**src/rtl/yc2rgb_pkg.sv**
```systemverilog
`timescale 1ns / 1ps

package yc2rgb_pkg;

  // Default geometry
  localparam int unsigned IMAGE_WIDTH_DEF      = 160;
  localparam int unsigned IMAGE_HEIGHT_DEF     = 128;
  localparam int unsigned CHROMA_SUBSAMPLE_DEF = 4;
  localparam int unsigned SCREEN_WIDTH_DEF     = 352;

  // Stream and register port widths
  localparam int unsigned IN_TDATA_W  = 40;
  localparam int unsigned OUT_TDATA_W = 40;
  localparam int unsigned CFG_DATA_W  = 32;
  localparam int unsigned CFG_ADDR_W  = 3;
  localparam int unsigned ADDR_W      = 18;

  // BT.709 in Q21
  localparam logic signed [23:0] K_RED_CR = 24'sd3302595;
  localparam logic signed [23:0] K_GRN_CB = 24'sd392796;
  localparam logic signed [23:0] K_GRN_CR = 24'sd981677;
  localparam logic signed [23:0] K_BLU_CB = 24'sd3891475;
  localparam int unsigned        Q_SHIFT  = 21;
  localparam logic signed [8:0]  CHROMA_BIAS = 9'sd64;
  localparam logic signed [11:0] CH_MAX      = 12'sd127;

  localparam logic [6:0] ROW_OFFSET_RST = 7'd0;
  localparam logic [4:0] COL_OFFSET_RST = 5'd10;

  typedef enum logic {
    REQ_STORE   = 1'b0,
    REQ_CONVERT = 1'b1
  } req_t;

  typedef enum logic {
    REG_ROW_OFFSET = 1'b0,
    REG_COL_OFFSET = 1'b1
  } cfg_reg_t;

endpackage

```
**src/rtl/yc2rgb_cvt.sv**
```systemverilog
`timescale 1ns / 1ps

module yc2rgb_cvt
  import yc2rgb_pkg::*;
(
  input  logic [7:0] luma,
  input  logic [7:0] cb_raw,
  input  logic [7:0] cr_raw,
  output logic [7:0] low_byte,
  output logic [7:0] high_byte
);

  // clamp to 0..127, then keep the top five bits
  function automatic logic [4:0] to5(input logic signed [11:0] v);
    logic [4:0] res;
    if (v < 12'sd0) begin
      res = 5'd0;
    end else if (v > CH_MAX) begin
      res = 5'd31;
    end else begin
      res = v[6:2];
    end
    return res;
  endfunction

  logic signed [8:0]  cb_s, cr_s;
  logic signed [32:0] cb_x, cr_x, y_q;
  logic signed [32:0] r_acc, g_acc, b_acc;
  logic signed [11:0] r_v, g_v, b_v;
  logic [4:0]         r5, g5, b5;

  assign cb_s = $signed({1'b0, cb_raw}) - CHROMA_BIAS;
  assign cr_s = $signed({1'b0, cr_raw}) - CHROMA_BIAS;
  assign cb_x = 33'(cb_s);
  assign cr_x = 33'(cr_s);
  assign y_q  = $signed({4'b0, luma, 21'b0});

  assign r_acc = y_q + cr_x * 33'(K_RED_CR);
  assign g_acc = y_q - cb_x * 33'(K_GRN_CB) - cr_x * 33'(K_GRN_CR);
  assign b_acc = y_q + cb_x * 33'(K_BLU_CB);

  // floor shift: the top bits of a two's complement word
  assign r_v = r_acc[32:Q_SHIFT];
  assign g_v = g_acc[32:Q_SHIFT];
  assign b_v = b_acc[32:Q_SHIFT];

  assign r5 = to5(r_v);
  assign g5 = to5(g_v);
  assign b5 = to5(b_v);

  assign low_byte  = {g5[1:0], b5, 1'b0};
  assign high_byte = {r5, g5[4:2]};

endmodule

```
**config.mk**
```make
export PLATFORM = sky130hd
export DESIGN_NAME = yc2rgb_cvt
export DESIGN_NICKNAME = d
export VERILOG_FILES = /design/src/rtl/yc2rgb_pkg.sv /design/src/rtl/yc2rgb_cvt.sv
export SDC_FILE = /design/constraint.sdc
export NUM_CORES = 1
export LEC_CHECK = 0
export ABC_AREA = 1
export BUFFER_PORTS_ARGS = -buffer_cell sky130_fd_sc_hd__buf_2
export CAP_MARGIN = 20
export CELL_PAD_IN_SITES_DETAIL_PLACEMENT = 1
export CELL_PAD_IN_SITES_GLOBAL_PLACEMENT = 2
export CORE_UTILIZATION = 39
export DETAILED_ROUTE_END_ITERATION = 6
export PLACE_DENSITY_LB_ADDON = 0.1
export REMOVE_ABC_BUFFERS = 1
export SLEW_MARGIN = 20
export SYNTH_ARGS = -nofsm -noshare
export SYNTH_HDL_FRONTEND = slang
export SYNTH_SLANG_ARGS = --single-unit
```
**constraint.sdc**
```tcl
create_clock -name vclk -period 19.6
set_input_delay 5.88 -clock vclk [all_inputs]
set_output_delay 5.88 -clock vclk [all_outputs]
set_load 0.01 [all_outputs]
```
==> results.yml <==
global_route:
  grt_pass1_vias: 14800
  antenna_found_initial: 1
  grt_use_total: 0.257
  busiest_layer: "met2"
  grtUsageMet3: 0.0125
  grt_overflow_total: 0
  gr-usage-met1: 0.333
  grt_use_met2: 0.477
  grt_pass1_wl_um: 77400
  grt_start_max_net_pins: 19
cells_and_area:
  syn_to_final_growth_pct: 20.5
  diodes: 0
  finalNetCount: 2784
  drive_gt1_frac: 0.175
  fill_cells: 4658
  nClkBuffers: 0
  flops_and_latches: 0
  ff_latch_area_sq_um: 0
place:
  io_buffers: 39
  gp_congestion: 0.864
  dp_hpwl_um: 43500
logic_synthesis:
  yosysWarningCount: 0
  syn-cell-area_sq_um: 14700
  syn-instance-count: 2035
  synth.avg_cell_area_sq_um: 7.24
  synth_top_family_by_area: "adder cells"
  yosys.area_share.simple: 0.203
  synthDistinctLibCells: 40
  synthAdderAreaFrac: 0.567
  synthXorXnorAreaFrac: 0.0202
  synth-compound-area-share: 0.0634
  ys_seq_area_frac: 0
  muxShareOfSynthArea: 0
critical_path:
  path_max_fanout: 5
  crit_top_cell: "fa_1"
  crit_path_end: "high_byte[2]"
  critPathRequiredTime_ns: 13.72
  startpoint_type: "primary input"
  critPathMaxStageDelay_ns: 0.56
  crit_path_end_kind: "output port"
  crit_path_start: "cb_raw[3]"
  worst_path_max_delay_cell: "fa_2"
  worstSetupPathType: "primary input to output port"
  arrival_ns: 13.54
floorplan:
  rows: 70
  io_pins: 40
  initial_core_util: 0.400
  design.core.area_sq_um: 36900
  dieArea_sq_um: 38600
  fp.dieW_um: 196
  die_h_um: 196
status:
  status: "finished clean"
timing:
  whs_ns: 12.70
  hold_viol: 0
  maxSlewViolCount: 0
  period_needed_ns: 19.42
  fin_crit_sh: 0.991
  rsz0062_at_grt: "true"
  setup_violations: 0
  relSlewSlack: 0.482
  fmax_mhz: 51.5
  worstMarginPinSlew_ns: 0.772
drt:
  drt-pass1-iter-count: 5
  drc: 0
  wire_per_inst_um: 18.2
  drtIter0Drc: 466
  routed-via-count: 13300
  wl_um: 49600
  via_per_inst: 4.88
  ant_nets: 0
clock_tree:
  cts_hold_buf: 0
worst_hold_path:
  hold_class: "primary input to output port"
run:
  maxCapViolCount: 0
## critical path: cells and delay by family
kind,cells,cell delay (ns)
and+or+nand+nor,12,1.19
xor gates and xnor gates,1,0.22
AOI/OAI and AO/OA,3,0.40
adders and majority gates,12,4.86
buffers and inverters,9,0.99
## through the flow
stage               utilization  worst slack [ns]  cells  TNS, ns  cell area (sq um)
global placement          0.448            -0.202   2703   -0.918              16500
floorplan                     -             0.621   2032        0              14700
global route              0.482            -0.196   2722   -0.732              17800
detailed placement        0.448            -0.293   2703    -1.41              16500
finish                    0.482             0.184   2722        0              17800
CTS                       0.451          0.000496   2703        0              16600
## synthesized netlist by cell type (2+ instances only)
| cell type | number | area (sq um) |
|---|---|---|
| ha_1 | 326 | 4080 |
| nor2_1 | 152 | 571 |
| nor2_4 | 3 | 33.8 |
| a21oi_1 | 90 | 450 |
| fa_1 | 214 | 4280 |
| nor3b_1 | 3 | 22.5 |
| inv_2 | 3 | 11.3 |
| nand3_1 | 71 | 355 |
| xor2_1 | 23 | 201 |
| and2_1 | 3 | 18.8 |
| o21a_1 | 5 | 37.5 |
| nand4_1 | 15 | 93.8 |
| o21ai_0 | 31 | 155 |
| o21ai_2 | 2 | 17.5 |
| or2_2 | 2 | 12.5 |
| nand2_1 | 442 | 1660 |
| nand3b_1 | 6 | 45.0 |
| o21bai_1 | 12 | 90.1 |
| a21o_1 | 13 | 97.6 |
| or3_1 | 2 | 12.5 |
| nor3_1 | 17 | 85.1 |
| xnor2_1 | 11 | 96.3 |
| a21boi_0 | 3 | 22.5 |
| nand2_2 | 3 | 18.8 |
| a31oi_1 | 3 | 18.8 |
| nor2_2 | 2 | 12.5 |
| nor3_2 | 2 | 20.0 |
| inv_1 | 564 | 2120 |
## worst min path at each step
stage	start	to	slack, ns	cells after the start
6_report	luma[2]	low_byte[2]	12.70	6
5_1_grt	luma[1]	low_byte[1]	12.77	6
4_1_cts	luma[2]	low_byte[2]	12.72	6
3_5_place_dp	luma[1]	low_byte[1]	12.72	6
3_3_place_gp	luma[1]	low_byte[1]	12.70	6
2_1_floorplan	luma[3]	low_byte[3]	12.29	5
## what timing repair did
item,in CTS,in global routing
gates resized for setup,37,198
setup endpoints to repair,5,5
pin swaps,10,111
buffers inserted,0,21
## layout by cell type (no fill, tap or decap), drive strengths merged, types with 13 or more instances in the layout
| cell type | n |
|---|---|
| a21o | 13 |
| a21oi | 90 |
| buf | 186 |
| fa | 214 |
| ha | 326 |
| inv | 567 |
| nand2 | 445 |
| nand3 | 72 |
| nand4 | 15 |
| nor2 | 157 |
| nor3 | 19 |
| o21ai | 33 |
| xor2 | 23 |
## final cells by class
type,count,area [sq um],area share
timing repair buffer,186,1360,0.0763
tap,504,631,0.0355
inverter,567,2130,0.120
multi-input combinational,1465,13600,0.768
## kinds of logic (layout without fill, tap and decap cells)
family                   Yosys count  after routing
AND/OR/NAND/NOR                  727            727
XOR/XNOR                          34             34
buffers and inverters            570            753
adder cells (fa/ha/maj)          540            540
other                              1              1
AO/OA/AOI/OAI                    163            163
## layer usage
metal / routed length, um / up-vias
met5: 0 / -
met4: 944 / 0
met1: 21900 / 6549
met2: 25500 / 169
met3: 1220 / 44
li1: - / 6533
Power is not shown: default switching activity piles up to over one toggle a cycle in this logic, so the estimate is an artifact.
